$ cat config.mk
export PLATFORM = sky130hd
export DESIGN_NAME = text_encoding_detector_unit
export DESIGN_NICKNAME = d
export VERILOG_FILES = /design/src/sv/ted_pkg.sv /design/src/sv/ted_scan.sv /design/src/sv/ted_utf8.sv /design/src/sv/ted_verdict.sv /design/src/sv/text_encoding_detector_unit.sv
export VERILOG_INCLUDE_DIRS = /design/src /design/src/sv
export SDC_FILE = /design/constraint.sdc
export NUM_CORES = 1
export LEC_CHECK = 0
export ABC_AREA = 1
export BUFFER_PORTS_ARGS = -buffer_cell sky130_fd_sc_hd__buf_4
export CORE_AREA = 4 4 113 115
export DETAILED_ROUTE_END_ITERATION = 7
export DIE_AREA = 0 0 117 119
export PLACE_DENSITY = 0.65
export SYNTH_ARGS = -nofsm -noshare
export SYNTH_HDL_FRONTEND = slang
export SYNTH_SLANG_ARGS = --single-unit
$ cat constraint.sdc
create_clock -name clk -period 3.9 [get_ports clk]
set_input_delay 0.78 -clock clk [delete_from_list [all_inputs] [get_ports clk]]
set_output_delay 0.78 -clock clk [all_outputs]
set_load 0.05 [all_outputs]
$ cat src/sv/text_encoding_detector_unit_macros.svh
// Assertion macros for the text encoding detector.
`ifndef TEXT_ENCODING_DETECTOR_UNIT_MACROS_SVH
`define TEXT_ENCODING_DETECTOR_UNIT_MACROS_SVH

`ifndef NO_ASSERTIONS

// Check a property on every clock edge outside reset.
`define TED_ASSERT(lbl, prop, msg) \
  lbl: assert property (@(posedge clk) disable iff (!rst_n) (prop)) else $error(msg);

// Check a property on every clock edge, reset included.
`define TED_ASSERT_ALWAYS(lbl, prop, msg) \
  lbl: assert property (@(posedge clk) (prop)) else $error(msg);

`else

`define TED_ASSERT(lbl, prop, msg)
`define TED_ASSERT_ALWAYS(lbl, prop, msg)

`endif

`endif

$ cat src/sv/ted_pkg.sv
package ted_pkg;

  typedef enum logic [3:0] {
    ENC_UNKNOWN = 4'd0,
    ENC_UTF8    = 4'd1,
    ENC_WIN1252 = 4'd2,
    ENC_UTF16LE = 4'd3,
    ENC_UTF16BE = 4'd4,
    ENC_UTF32LE = 4'd5,
    ENC_UTF32BE = 4'd6,
    ENC_UTF7    = 4'd7,
    ENC_UTF1    = 4'd8,
    ENC_EBCDIC  = 4'd9,
    ENC_SCSU    = 4'd10,
    ENC_BOCU1   = 4'd11,
    ENC_GB18030 = 4'd12
  } enc_t;

  typedef struct packed {
    logic [7:0] data_byte;
    logic       last_byte;
  } in_item_t;

  typedef struct packed {
    logic [3:0] encoding_code;
    logic [2:0] mark_length;
  } out_item_t;

  // Scan state after the current byte has been folded in.
  typedef struct packed {
    logic [31:0] head_bytes;
    logic [2:0]  head_count;
    logic [1:0]  byte_phase;
    logic [3:0]  quad_and;
    logic [3:0]  quad_or;
    logic [1:0]  pair_and;
    logic [1:0]  pair_or;
  } scan_post_t;

  localparam logic [2:0] HEAD_FULL = 3'd4;

  function automatic enc_t quad_code(input logic [3:0] m);
    enc_t c;
    case (m) inside
      4'h1, 4'h2, 4'h3: c = ENC_UTF32LE;
      4'h4, 4'h8, 4'hC: c = ENC_UTF32BE;
      4'h5:             c = ENC_UTF16LE;
      4'hA:             c = ENC_UTF16BE;
      4'hF:             c = ENC_UTF8;
      default:          c = ENC_UNKNOWN;
    endcase
    return c;
  endfunction

  function automatic enc_t pair_code(input logic [1:0] m);
    enc_t c;
    case (m)
      2'h1:    c = ENC_UTF16LE;
      2'h2:    c = ENC_UTF16BE;
      2'h3:    c = ENC_UTF8;
      default: c = ENC_UNKNOWN;
    endcase
    return c;
  endfunction

  // Byte order mark lookup in priority order. The four-byte UTF-32LE mark
  // starts with the UTF-16LE mark, so it never wins and is not listed.
  function automatic out_item_t mark_lookup(input logic [31:0] h, input logic [2:0] n);
    out_item_t r;
    logic [7:0] b0, b1, b2, b3;
    logic has2, has3, has4;
    b0 = h[7:0];
    b1 = h[15:8];
    b2 = h[23:16];
    b3 = h[31:24];
    has2 = n >= 3'd2;
    has3 = n >= 3'd3;
    has4 = n >= HEAD_FULL;
    r.encoding_code = ENC_UNKNOWN;
    r.mark_length   = 3'd0;
    if (has3 && b0 == 8'hEF && b1 == 8'hBB && b2 == 8'hBF) begin
      r = '{ENC_UTF8, 3'd3};
    end else if (has2 && b0 == 8'hFE && b1 == 8'hFF) begin
      r = '{ENC_UTF16BE, 3'd2};
    end else if (has2 && b0 == 8'hFF && b1 == 8'hFE) begin
      r = '{ENC_UTF16LE, 3'd2};
    end else if (has4 && b0 == 8'h00 && b1 == 8'h00 && b2 == 8'hFE && b3 == 8'hFF) begin
      r = '{ENC_UTF32BE, 3'd4};
    end else if (has4 && b0 == 8'h2B && b1 == 8'h2F && b2 == 8'h76 &&
                 (b3 == 8'h38 || b3 == 8'h39 || b3 == 8'h2B || b3 == 8'h2F)) begin
      r = '{ENC_UTF7, 3'd3};
    end else if (has3 && b0 == 8'hF7 && b1 == 8'h64 && b2 == 8'h4C) begin
      r = '{ENC_UTF1, 3'd3};
    end else if (has4 && b0 == 8'hDD && b1 == 8'h73 && b2 == 8'h66 && b3 == 8'h73) begin
      r = '{ENC_EBCDIC, 3'd4};
    end else if (has3 && b0 == 8'h0E && b1 == 8'hFE && b2 == 8'hFF) begin
      r = '{ENC_SCSU, 3'd3};
    end else if (has3 && b0 == 8'hFB && b1 == 8'hEE && b2 == 8'h28) begin
      r = '{ENC_BOCU1, 3'd3};
    end else if (has4 && b0 == 8'h84 && b1 == 8'h31 && b2 == 8'h95 && b3 == 8'h33) begin
      r = '{ENC_GB18030, 3'd4};
    end
    return r;
  endfunction

endpackage

$ cat src/sv/ted_scan.sv
module ted_scan (
  input  logic                clk,
  input  logic                rst_n,
  input  logic                step,
  input  ted_pkg::in_item_t   item,
  output ted_pkg::scan_post_t post
);
  import ted_pkg::*;

  logic [31:0] head_r, head_nxt;
  logic [2:0]  count_r, count_nxt;
  logic [1:0]  phase_r, phase_nxt;
  logic [2:0]  marks_r, marks_nxt;
  logic [3:0]  qand_r, qand_nxt, qor_r, qor_nxt;
  logic [1:0]  pand_r, pand_nxt, por_r, por_nxt;
  logic        nz;
  logic [1:0]  pbits;
  logic [3:0]  qbits;

  assign nz = item.data_byte != 8'd0;

  always_comb begin
    head_nxt  = head_r;
    count_nxt = count_r;
    if (count_r < HEAD_FULL) begin
      for (int i = 0; i < 4; i++) begin
        if (count_r[1:0] == 2'(i)) head_nxt[8*i +: 8] = item.data_byte;
      end
      count_nxt = count_r + 3'd1;
    end

    pbits    = {nz, (phase_r == 2'd3) ? marks_r[2] : marks_r[0]};
    qbits    = {nz, marks_r};
    pand_nxt = pand_r;
    por_nxt  = por_r;
    qand_nxt = qand_r;
    qor_nxt  = qor_r;
    marks_nxt = marks_r;
    if (phase_r[0]) begin
      pand_nxt = pand_r & pbits;
      por_nxt  = por_r | pbits;
    end
    if (phase_r == 2'd3) begin
      qand_nxt  = qand_r & qbits;
      qor_nxt   = qor_r | qbits;
      marks_nxt = 3'd0;
    end else begin
      marks_nxt[phase_r] = marks_r[phase_r] | nz;
    end
    phase_nxt = phase_r + 2'd1;
  end

  assign post = '{head_nxt, count_nxt, phase_nxt, qand_nxt, qor_nxt, pand_nxt, por_nxt};

  always_ff @(posedge clk) begin
    if (!rst_n || (step && item.last_byte)) begin
      head_r  <= '0;
      count_r <= '0;
      phase_r <= '0;
      marks_r <= '0;
      qand_r  <= '1;
      qor_r   <= '0;
      pand_r  <= '1;
      por_r   <= '0;
    end else if (step) begin
      head_r  <= head_nxt;
      count_r <= count_nxt;
      phase_r <= phase_nxt;
      marks_r <= marks_nxt;
      qand_r  <= qand_nxt;
      qor_r   <= qor_nxt;
      pand_r  <= pand_nxt;
      por_r   <= por_nxt;
    end
  end

endmodule

$ cat src/sv/ted_utf8.sv
module ted_utf8 (
  input  logic              clk,
  input  logic              rst_n,
  input  logic              step,
  input  ted_pkg::in_item_t item,
  output logic              error_post
);
  import ted_pkg::*;

  // Allowed range of the next continuation byte.
  localparam logic [2:0] RNG_ANY  = 3'd0;  // 80-BF
  localparam logic [2:0] RNG_A0   = 3'd1;  // A0-BF
  localparam logic [2:0] RNG_9F   = 3'd2;  // 80-9F
  localparam logic [2:0] RNG_90   = 3'd3;  // 90-BF
  localparam logic [2:0] RNG_8F   = 3'd4;  // 80-8F

  logic [1:0] pend_r, pend_nxt;
  logic [2:0] rng_r, rng_nxt;
  logic       err_r, err_nxt;
  logic [7:0] b, lo, hi;

  assign b = item.data_byte;

  always_comb begin
    pend_nxt = pend_r;
    rng_nxt  = rng_r;
    err_nxt  = err_r;
    lo = 8'h80;
    hi = 8'hBF;
    case (rng_r)
      RNG_A0:  lo = 8'hA0;
      RNG_9F:  hi = 8'h9F;
      RNG_90:  lo = 8'h90;
      RNG_8F:  hi = 8'h8F;
      default: ;
    endcase
    if (pend_r != 2'd0) begin
      if (b < lo || b > hi) begin
        err_nxt  = 1'b1;
        pend_nxt = 2'd0;
      end else begin
        pend_nxt = pend_r - 2'd1;
      end
      rng_nxt = RNG_ANY;
    end else if (b >= 8'h80) begin
      if (b >= 8'hC2 && b <= 8'hDF) begin
        pend_nxt = 2'd1; rng_nxt = RNG_ANY;
      end else if (b == 8'hE0) begin
        pend_nxt = 2'd2; rng_nxt = RNG_A0;
      end else if (b == 8'hED) begin
        pend_nxt = 2'd2; rng_nxt = RNG_9F;
      end else if (b >= 8'hE1 && b <= 8'hEF) begin
        pend_nxt = 2'd2; rng_nxt = RNG_ANY;
      end else if (b == 8'hF0) begin
        pend_nxt = 2'd3; rng_nxt = RNG_90;
      end else if (b == 8'hF4) begin
        pend_nxt = 2'd3; rng_nxt = RNG_8F;
      end else if (b >= 8'hF1 && b <= 8'hF3) begin
        pend_nxt = 2'd3; rng_nxt = RNG_ANY;
      end else begin
        err_nxt = 1'b1;
      end
    end
  end

  assign error_post = err_nxt;

  always_ff @(posedge clk) begin
    if (!rst_n || (step && item.last_byte)) begin
      pend_r <= '0;
      rng_r  <= RNG_ANY;
      err_r  <= 1'b0;
    end else if (step) begin
      pend_r <= pend_nxt;
      rng_r  <= rng_nxt;
      err_r  <= err_nxt;
    end
  end

endmodule

$ cat src/sv/ted_verdict.sv
module ted_verdict (
  input  ted_pkg::scan_post_t post,
  input  logic                utf8_error,
  output ted_pkg::out_item_t  verdict
);
  import ted_pkg::*;

  out_item_t mark;
  enc_t      c_and, c_or;

  assign mark = mark_lookup(post.head_bytes, post.head_count);

  always_comb begin
    case (post.byte_phase)
      2'd0: begin
        c_and = quad_code(post.quad_and);
        c_or  = quad_code(post.quad_or);
      end
      2'd2: begin
        c_and = pair_code(post.pair_and);
        c_or  = pair_code(post.pair_or);
      end
      default: begin
        c_and = ENC_UTF8;
        c_or  = ENC_UTF8;
      end
    endcase

    if (mark.encoding_code != ENC_UNKNOWN) begin
      verdict = mark;
    end else begin
      verdict.mark_length = 3'd0;
      if (c_and != c_or) begin
        verdict.encoding_code = ENC_UNKNOWN;
      end else if (c_and != ENC_UTF8) begin
        verdict.encoding_code = c_and;
      end else begin
        verdict.encoding_code = utf8_error ? ENC_WIN1252 : ENC_UTF8;
      end
    end
  end

endmodule

$ cat src/sv/text_encoding_detector_unit.sv
// Text encoding detector: one byte of a buffer per input transfer, one
// verdict per buffer.
// Input channel: in_valid / in_stall / in_data (data_byte, last_byte).
//   A byte with last_byte set closes the buffer.
// Result channel: out_valid / out_stall / out_data (encoding_code,
//   mark_length). One result follows each byte flagged last; other bytes
//   give none.
// Throughput: one byte per cycle, but a last byte waits while the result
//   register is full. Each byte is held in the input register; the mask, mark
//   and UTF-8 logic then folds it into the state and, for a last byte, loads
//   the result register.
// Reset clears both pipeline registers and all scan state; the block is
//   ready as soon as reset ends. After each verdict the scan
//   state returns to its reset values, so buffers follow back to back.
// When the receiver stalls, the result register holds its verdict. Bytes
//   that are not last keep flowing; a last byte waits in the input register
//   until the result register frees, and in_stall rises meanwhile.
module text_encoding_detector_unit (
  input  logic               clk,
  input  logic               rst_n,
  input  logic               in_valid,
  output logic               in_stall,
  input  ted_pkg::in_item_t  in_data,
  output logic               out_valid,
  input  logic               out_stall,
  output ted_pkg::out_item_t out_data
);
  import ted_pkg::*;

  logic       s1_valid_r;
  in_item_t   s1_item_r;
  logic       out_valid_r;
  out_item_t  out_item_r;
  logic       out_free;
  logic       s1_adv;
  logic       verdict_load;
  scan_post_t post;
  logic       utf8_err;
  out_item_t  verdict;

  assign out_free     = !out_valid_r || !out_stall;
  assign s1_adv       = s1_valid_r && (!s1_item_r.last_byte || out_free);
  assign verdict_load = s1_adv && s1_item_r.last_byte;
  assign in_stall     = s1_valid_r && !s1_adv;

  ted_scan u_scan (
    .clk   (clk),
    .rst_n (rst_n),
    .step  (s1_adv),
    .item  (s1_item_r),
    .post  (post)
  );

  ted_utf8 u_utf8 (
    .clk        (clk),
    .rst_n      (rst_n),
    .step       (s1_adv),
    .item       (s1_item_r),
    .error_post (utf8_err)
  );

  ted_verdict u_verdict (
    .post       (post),
    .utf8_error (utf8_err),
    .verdict    (verdict)
  );

  always_ff @(posedge clk) begin
    if (!rst_n) begin
      s1_valid_r  <= 1'b0;
      out_valid_r <= 1'b0;
    end else begin
      if (!in_stall) s1_valid_r <= in_valid;
      if (verdict_load) begin
        out_valid_r <= 1'b1;
      end else if (!out_stall) begin
        out_valid_r <= 1'b0;
      end
    end
  end

  always_ff @(posedge clk) begin
    if (!in_stall && in_valid) s1_item_r <= in_data;
    if (verdict_load) out_item_r <= verdict;
  end

  assign out_valid = out_valid_r;
  assign out_data  = out_item_r;

`include "text_encoding_detector_unit_macros.svh"

  `TED_ASSERT(a_stall_needs_item, in_stall |-> s1_valid_r, "input stalled with empty stage")
  `TED_ASSERT(a_verdict_lands, verdict_load |=> out_valid_r, "verdict not registered")
  `TED_ASSERT(a_result_from_last, $rose(out_valid_r) |-> $past(verdict_load), "stray result")
  `TED_ASSERT_ALWAYS(a_reset_idle, !rst_n |=> !out_valid_r && !s1_valid_r, "pipeline not cleared by reset")

endmodule

==> run summary, run 1 <==
Core Rows = 40
# Post-CTS Setup Buffers = 0
Part of the power in registers = 40.6%
Critical Path Fanout Max = 12
Vias per inst = 5.386
Switching portion of total power = 29.77%
Hold depth = 2
Run status = complete, no violations
Worst Setup Start Kind = flip-flop
Initial antenna violation count = 0
Initial core utilization = 46.41%
Period utilization = 73.22%
Worst Hold End = u_scan.head_r[7]
Final Max Slew Viols = 0
Port Buffers = 21
Clock transition at path regs = 0.06 ns
WL/cell = 15.06 um
Peak VDD IR = 0.0002699 V
Net switching power = 0.6251 mW
Remaining antenna violation count = 0
CP arrival = 2.97 ns
DP HPWL = 12.13 mm
Core Area = 11810 um2
DRC = 0
Post-synthesis sequential area ratio = 30.68%
Vias in the first global route = 5053
Crit. End Element = flip-flop
Grt total ovfl = 0
R2r setup slk = 1.04 ns
Fin Clk Skew = 0.008064 ns
Die ar. = 13920 um2
Worst path required time = 4.01 ns
Hold Crit Class = flip-flop to flip-flop
# diodes = 0
Clk_lat worst skew = 0.35 ns
Largest net degree at the start of global routing = 46
Critical R2R Capture = out_data[4]
Die height = 119 um
Hold Crit Start = u_scan.head_r[7]
P&R area growth vs syn = 9.359%
Leading area contributor after synthesis = dfxtp_1
Starting DRT DRC Count = 486
Die X = 117 um
Clock sinks = 76
WHS = 0.4585 ns
MaxCap Viol Count = 0
CP Class = flip-flop to flip-flop
Crit Reg-Reg Startpoint = u_scan.count_r[0]
Most frequent cell after synthesis = nand2_1
Synth Register Bits = 76
Setup violators final = 0
Top cells by area, synth = dfxtp_1, nand2_1, edfxtp_1, nand3_1, inv_1
Dominant synthesized flop cell = dfxtp_1
CP peak stage delay = 0.48 ns
IO Count = 22
RSZ-0062 raised after global routing = no
CP delay by family, top = simple AND/OR/NAND/NOR gates
Crit path buffers/inverters = 2
Vias after detailed routing = 5725
Syn nets = 931
Yosys warning count = 0
Placed Area = 5674 um2
Post-Syn Area per Cell = 6.050 um2
Share of cells above drive strength 1 = 8.952%
GRT Util Overall = 24.07%
Clock Path Buffers = 2
WL final = 16.01 mm
Leak = 2.621 nW
Post-synth ARST share = 0%
Fin area = 5995 um2
Clock Power Share = 43.3%
Power Dens Cells = 350.3 nW/um2
CP Cell Sequence = inv_1 > ha_1 > inv_1 > nor2_1 > nand2_1 > nand2_1 > nand2_1 > nor2_1 > nand2_1 > nor2_1 > nand3_1 > nand3_1 > nor2_1 > nand3_1 > nor2_2 > nand2_1 > nand2_1
Post-Synthesis Cells = 906
Post-layout minimum cycle time = 2.855 ns
Root buf cell = clkbuf_16
Reg2reg path depth = 17
F_max = 350.2 MHz
CTS tree = done
Post-synth EDFFs = 16
# hold bufs at CTS = 0
CTS H-tree lvls = 3
Max_slew headroom = 48.67%
Post-cts sizing count = 0
Measured slew at the worst slew-check pin = 0.7672 ns
Gate power share = 16.1%
Synth Cell Area = 5482 um2
Slowest-stage cell, CP = ha_1
Worst slack, placed = 1.092 ns
First-pass GRT wire length = 26.12 mm
Cell repeated most along the worst path = nand2_1
1st-pass router iterations = 5
Final Hold Vio Count = 0
TritonCTS buffer count = 9
Yosys top cell area share = 21.91%
Fin nets = 936
Post-route worst setup slack = 1.045 ns
Int Pwr = 1.475 mW
Final RePlAce weighted congestion = 0.9805
Distinct cells, synth = 39
Setup TNS = 0 ns
Synth top cells by count = nand2_1, inv_1, nor2_1
-- metal layers --
metal	GRT usage, %	wire length [um]	vias to the layer above
met5	0	0	-
li1	-	-	2931
met1	34.47	7496	2584
met3	3.201	862	35
met2	35.56	7133	175
met4	11.11	514	0
-- worst max-delay path by stage --
stage               cells after the start     endpoint  slack [ns]               from
floorplan                              18  out_data[4]        1.71  u_scan.count_r[1]
global placement                       14  out_data[4]        1.09  u_scan.phase_r[0]
detailed placement                     17  out_data[4]        1.09  u_scan.count_r[0]
CTS                                    16  out_data[5]        1.08  u_scan.phase_r[0]
global route                           16  out_data[4]        0.59  u_scan.phase_r[0]
finish                                 17  out_data[4]        1.04  u_scan.count_r[0]
-- flip-flops by register name (all words and copies together), names as in the netlist --
register / flops
out_data: 7
out_valid: 1
s1_item_r: 9
s1_valid_r: 1
u_scan.count_r: 3
u_scan.head_r: 32
u_scan.marks_r: 3
u_scan.pand_r: 2
u_scan.phase_r: 2
u_scan.por_r: 2
u_scan.qand_r: 4
u_scan.qor_r: 4
u_utf8.err_r: 1
u_utf8.pend_r: 2
u_utf8.rng_r: 3
-- cells in the final DEF, fill, tap and decap left out, drive strengths merged --
| cell type | synthesis | routed |
|---|---|---|
| o311ai | 1 | 1 |
| nand3b | 2 | 2 |
| o21a | 1 | 1 |
| nor4 | 6 | 6 |
| o22ai | 2 | 2 |
| o21ai | 27 | 27 |
| or2 | 3 | 3 |
| dfxtp | 60 | 60 |
| a31oi | 1 | 1 |
| nand3 | 91 | 91 |
| bufinv | 0 | 1 |
| nand2 | 335 | 335 |
| a211oi | 5 | 5 |
| a32oi | 1 | 1 |
| nor2 | 104 | 104 |
| edfxtp | 16 | 16 |
| nand4 | 22 | 22 |
| and3 | 1 | 1 |
| a21oi | 55 | 55 |
| buf | 16 | 24 |
| inv | 100 | 101 |
| nor3 | 24 | 24 |
| o21bai | 2 | 2 |
| a21boi | 1 | 1 |
| clkinv | 2 | 4 |
| o211ai | 2 | 2 |
| clkbuf | 14 | 12 |
| ha | 12 | 12 |
-- power groups by stage --
stage,Combinational (mW),Clock (mW),Sequential (mW)
after floorplan,0.247,0,0.865
after global placement,0.335,0,0.870
after detailed placement,0.331,0,0.870
after CTS,0.333,0.927,0.853
after global routing,0.378,0.962,0.856
final,0.338,0.908,0.853
-- stage by stage --
step	instances	power [mW]	utilization [%]
3_3_place_gp	1047	1.205	48.04
3_5_place_dp	1047	1.202	48.04
6_report	1063	2.100	50.75
4_1_cts	1063	2.112	50.75
5_1_grt	1063	2.196	50.75
2_1_floorplan	906	1.111	-
-- worst min-delay path: cells and delay by family, from the launching register on --
kind            cells  cell delay [ns]
flops               1             0.30
compound gates      1             0.05
simple gates        1             0.06
-- cell type report --
| class | instances | area, um2 |
|---|---|---|
| clock inverters | 4 | 52.55 |
| flip-flops and latches | 76 | 1682 |
| well taps | 147 | 183.9 |
| repair buffers | 24 | 180.2 |
| fillers | 1248 | 5817 |
| multi-input cells | 698 | 3243 |
| clock buffers | 12 | 267.8 |
| inverters | 102 | 385.4 |
-- cell families (layout without fill, tap and decap cells) --
| family | count (synthesis) | in the layout | synth area share (%) |
|---|---|---|---|
| flops | 76 | 76 | 30.68 |
| compound gates | 98 | 98 | 9.655 |
| fa+ha+maj | 12 | 12 | 2.739 |
| simple gates | 588 | 588 | 46.77 |
| buf+inv | 132 | 142 | 10.16 |
No activity file was read; power rests on OpenSTA's default activity.
==> inputs of run 2 (changes only) <==
Settings changed: PLACE_DENSITY 0.65 to 0.67.
Clock period 3.9 ns to 2.6 ns, I/O delays scaled along.
==> run 2 against run 1 <==
Total power up 50%; first-iteration DRC count up 20%; clock skew up 0.0024 ns; routed wire length up 5.2%; via count up 3.9%; worst setup slack worse by 0.87 ns; critical path depth down 2; sequential share of layout area down 1.8 points; combinational power up 76%; hold slack worse by 0.12 ns; final cell count up 4.3%; cell area up 7.0%; largest cell class unchanged; largest power group unchanged; highest routed layer unchanged.
==> run summary, run 2 (synthesized netlist as in run 1, its figures left out) <==
Run status = complete, no violations
Worst slack, placed = 0.02985 ns
Crit. End Element = flip-flop
Most frequent cells in the layout = nand2_1, inv_1, nand3_1, nor2_1, buf_4
# diodes = 0
CP arrival = 2.64 ns
WL final = 16.83 mm
Share of cells above drive strength 1 = 15.07%
Crit Reg-Reg Startpoint = u_scan.count_r[1]
Largest net degree at the start of global routing = 46
# hold bufs at CTS = 0
Clk_lat worst skew = 0.36 ns
MaxCap Viol Count = 0
Starting DRT DRC Count = 584
F_max = 412.5 MHz
Final Max Slew Viols = 0
CP startpoint = u_scan.count_r[1]
Port Buffers = 21
Post-route worst setup slack = 0.1760 ns
Clock Path Buffers = 2
Final Hold Vio Count = 0
Biggest register = u_scan.head_r
Hold depth = 1
Critical R2R Capture = out_data[1]
Most common cell after layout, fill and taps aside = nand2_1
Critical Path Fanout Max = 5
1st-pass router iterations = 5
Root buf cell = clkbuf_16
Clock transition at path regs = 0.06 ns
DRC = 0
Filler cell count = 1230
Period utilization = 93.23%
Hold Crit Start = in_data[7]
Grt total ovfl = 0
Vias per inst = 5.365
Largest register FFs = 32
R2r setup slk = 0.18 ns
Die X = 117 um
Vias after detailed routing = 5950
Leak = 2.842 nW
Post-layout minimum cycle time = 2.424 ns
Reg2reg path depth = 15
Remaining antenna violation count = 0
Vias in the first global route = 5396
Power Dens Cells = 491.0 nW/um2
Max_slew headroom = 66.59%
Die height = 119 um
IO Count = 22
Setup violators final = 0
WHS = 0.3405 ns
Die ar. = 13920 um2
Worst path required time = 2.82 ns
GRT Util Overall = 25.14%
CP Class = flip-flop to flip-flop
Fin Clk Skew = 0.01048 ns
Initial core utilization = 46.41%
RSZ-0062 raised after global routing = no
Peak VDD IR = 0.0003955 V
Fin nets = 982
Clock sinks = 76
TritonCTS buffer count = 9
Initial antenna violation count = 0
CTS tree = done
Final RePlAce weighted congestion = 0.9897
Worst Setup Start Kind = flip-flop
DP HPWL = 12.99 mm
Core Area = 11810 um2
P&R area growth vs syn = 17.03%
WL/cell = 15.18 um
CP endpoint = out_data[1]
Setup TNS = 0 ns
CTS H-tree lvls = 3
Core Rows = 40
First-pass GRT wire length = 27.41 mm
Hold Crit Class = primary input to flip-flop
Measured slew at the worst slew-check pin = 0.5011 ns
run 2: changes by cell type in the layout (fill, tap and decap cells not counted), moves of 2 or more:
cell,before,now
nand2_1,317,315
nor2_2,11,17
nor2_1,92,83
dfxtp_1,60,58
dfxtp_2,0,2
nor2_4,1,4
ha_1,12,9
ha_4,0,3
buf_4,24,69
run 2: per-stage QoR:
| stage | util, % | instance area, um2 | total power, mW | instances |
|---|---|---|---|---|
| finish | 54.31 | 6415 | 3.150 | 1109 |
| CTS | 53.54 | 6324 | 3.144 | 1109 |
| global route | 54.31 | 6415 | 3.280 | 1109 |
| floorplan | - | 5482 | 1.667 | 906 |
| global placement | 51.07 | 6032 | 1.862 | 1093 |
| detailed placement | 51.07 | 6032 | 1.860 | 1093 |
run 2: worst min-delay path by stage:
stage	to	slack [ns]
2_1_floorplan	u_scan.qand_r[1]	0.43
3_3_place_gp	u_scan.qand_r[1]	0.44
3_5_place_dp	u_scan.pand_r[1]	0.45
4_1_cts	s1_item_r[7]	0.33
5_1_grt	s1_item_r[6]	0.34
6_report	s1_item_r[7]	0.34
run 2: timing repair:
action                                  CTS  global route
endpoints found under the setup margin    0             7
resized for setup                         0            26
buffers inserted                          0             0
run 2: per-layer routing:
metal	share of wire, %	wire length, um	track usage, %	up-vias
li1	-	-	-	3024
met1	46	7801	35.33	2687
met2	45	7556	38.80	201
met3	5.7	965	3.455	38
met4	3.0	510	9.534	0
met5	0	0	0	-
run 2: cell type report:
| class | count | area [um2] | share of cell area [%] |
|---|---|---|---|
| Clock buffer | 11 | 232.7 | 3.628 |
| Clock inverter | 5 | 58.81 | 0.9167 |
| Inverter | 102 | 385.4 | 6.007 |
| Multi-Input combinational cell | 698 | 3332 | 51.94 |
| Sequential cell | 76 | 1684 | 26.25 |
| Tap cell | 147 | 183.9 | 2.867 |
| Timing Repair Buffer | 70 | 538.0 | 8.387 |
run 2: where the power goes:
group          total (mW)  internal, mW  switching (mW)
Clock                1.29         0.748           0.537
Sequential           1.27          1.24          0.0292
Combinational       0.595         0.195           0.400
Total                3.15          2.18           0.966
run 2: critical path, stage by stage, from the launching register on:
cell and delay, ns:
dfxtp_2 0.34, inv_1 0.16, ha_4 0.20, inv_1 0.06
nor2_2 0.18, nand2_1 0.08, nand2_1 0.12, nand2_1 0.10
nor2_1 0.26, buf_4 0.17, inv_1 0.03, nor4_1 0.19
nand4_1 0.16, nand2_1 0.09, nor2_1 0.06, nand3b_1 0.09
==> inputs of run 3 (changes only) <==
Settings changed: RECOVER_POWER set to 100.
==> run 3 against run 2 <==
Total power is 0.18% lower; clock power hardly changed; flip-flop and latch count stayed put; clock-buffer cell count unchanged; maximum frequency down 0.62%; core utilization shrank 0.38 points; routed wire length rose by 0.34%; via count is 0.29% higher; critical path depth is the same; combinational power is 0.8% lower; sequential power about the same; highest routed layer unchanged.
==> run summary, run 3 (synthesized netlist as in run 1, its figures left out) <==
Run status = complete, no violations
WL/cell = 15.23 um
Share of cells above drive strength 1 = 13.72%
P&R area growth vs syn = 16.21%
Vias after detailed routing = 5967
Final RePlAce weighted congestion = 0.9897
Core Rows = 40
Setup violators final = 0
Die height = 119 um
Fin nets = 982
Die ar. = 13920 um2
CP Class = flip-flop to flip-flop
Period utilization = 93.81%
Clock Path Buffers = 2
Hold Crit Class = primary input to flip-flop
Hold Crit Start = in_data[7]
WHS = 0.3595 ns
Fin Clk Skew = 0.008327 ns
Most common cell after layout, fill and taps aside = nand2_1
WL final = 16.89 mm
Leak = 2.796 nW
Clock sinks = 76
Worst path required time = 2.82 ns
Power Dens Cells = 493.6 nW/um2
Root buf cell = clkbuf_16
Biggest register = u_scan.head_r
Vias per inst = 5.381
Vias in the first global route = 5396
Starting DRT DRC Count = 525
Most frequent cells in the layout = nand2_1, inv_1, nand3_1, nor2_1, dfxtp_1
Max_slew headroom = 17.12%
MaxCap Viol Count = 0
Critical R2R Capture = out_data[1]
Hold depth = 1
First-pass GRT wire length = 27.41 mm
DP HPWL = 12.99 mm
Filler cell count = 1247
Post-layout minimum cycle time = 2.439 ns
Worst Hold End = s1_item_r[7]
# Post-CTS Setup Buffers = 0
# diodes = 0
Reg2reg path depth = 15
Crit. End Element = flip-flop
Remaining antenna violation count = 0
CP arrival = 2.66 ns
Core Area = 11810 um2
CTS tree = done
CTS H-tree lvls = 3
Final Max Slew Viols = 0
Worst Setup Start Kind = flip-flop
IO Count = 22
Clock transition at path regs = 0.06 ns
Crit Reg-Reg Startpoint = u_scan.count_r[1]
Setup TNS = 0 ns
Largest register FFs = 32
Final Hold Vio Count = 0
Grt total ovfl = 0
Peak VDD IR = 0.0003987 V
F_max = 410.0 MHz
Clk_lat worst skew = 0.36 ns
Initial core utilization = 46.41%
TritonCTS buffer count = 9
Port Buffers = 21
Die X = 117 um
Initial antenna violation count = 0
Measured slew at the worst slew-check pin = 1.243 ns
Critical Path Fanout Max = 5
DRC = 0
RSZ-0062 raised after global routing = no
R2r setup slk = 0.16 ns
Multi-input logic area = 3332 um2
1st-pass router iterations = 5
GRT Util Overall = 25.14%
Storage element area = 1684 um2
Utilization after layout = 53.93%
Largest net degree at the start of global routing = 46
==> run 3: cell types whose count changed in the layout (fill, tap and decap cells not counted), sizes merged <==
cell	previous run	this run
buf	70	49
clkbuf	11	32
==> run 3: layout make-up <==
type                    count  area share (%)
clock buffers              11           3.654
clock inverters             5          0.9232
inverters                 102           6.050
multi-input cells         698           52.31
flip-flops and latches     76           26.44
well taps                 147           2.887
repair buffers             70           7.739
==> run 3: per-stage QoR <==
step           power, mW  area [um2]  setup slack (ns)  instances
6_report           3.144        6370            0.1609       1109
3_3_place_gp       1.862        6032           0.02435       1093
2_1_floorplan      1.667        5482            0.4079        906
3_5_place_dp       1.860        6032           0.02985       1093
4_1_cts            3.144        6324           0.01775       1109
5_1_grt            3.273        6370          0.003528       1109
==> run 3: layer usage <==
metal	share of wire, %	vias to the layer above	routed length [um]	global-route usage [%]
met5	0	-	0	0
met4	2.9	0	483	9.534
met3	5.6	37	948	3.455
met2	45	207	7599	38.80
met1	47	2702	7859	35.33
li1	-	3021	-	-
==> run 3: worst max-delay path: stages, from the launching register on <==
cell and delay, ns:
dfxtp_2 0.34, inv_1 0.16, ha_4 0.21, inv_1 0.06
nor2_2 0.18, nand2_1 0.08, nand2_1 0.12, nand2_1 0.10
nor2_1 0.26, buf_4 0.17, inv_1 0.03, nor4_1 0.19
nand4_1 0.16, nand2_1 0.09, nor2_1 0.06, nand3b_1 0.09
==> run 3: worst max path at each step <==
| stage | from | to | slack [ns] | cells after the start |
|---|---|---|---|---|
| 5_1_grt | u_scan.count_r[1] | out_data[5] | 0.004 | 17 |
| 6_report | u_scan.count_r[1] | out_data[1] | 0.16 | 15 |
| 2_1_floorplan | u_scan.count_r[1] | out_data[4] | 0.41 | 18 |
| 3_5_place_dp | u_scan.count_r[0] | out_data[5] | 0.03 | 14 |
| 3_3_place_gp | u_scan.count_r[0] | out_data[5] | 0.02 | 14 |
| 4_1_cts | u_scan.count_r[0] | out_data[5] | 0.02 | 14 |
==> run 3: timing repair <==
item                       CTS  global route
resized for setup            0            26
hold buffers                 0             0
setup endpoints to repair    0             7
==> run 3: where the power goes <==
group / leakage, nW / switching (mW) / internal, mW
clock network: 0.144 / 0.537 / 0.748
registers: 0.644 / 0.0292 / 1.24
logic: 2.01 / 0.401 / 0.188
total: 2.80 / 0.967 / 2.18
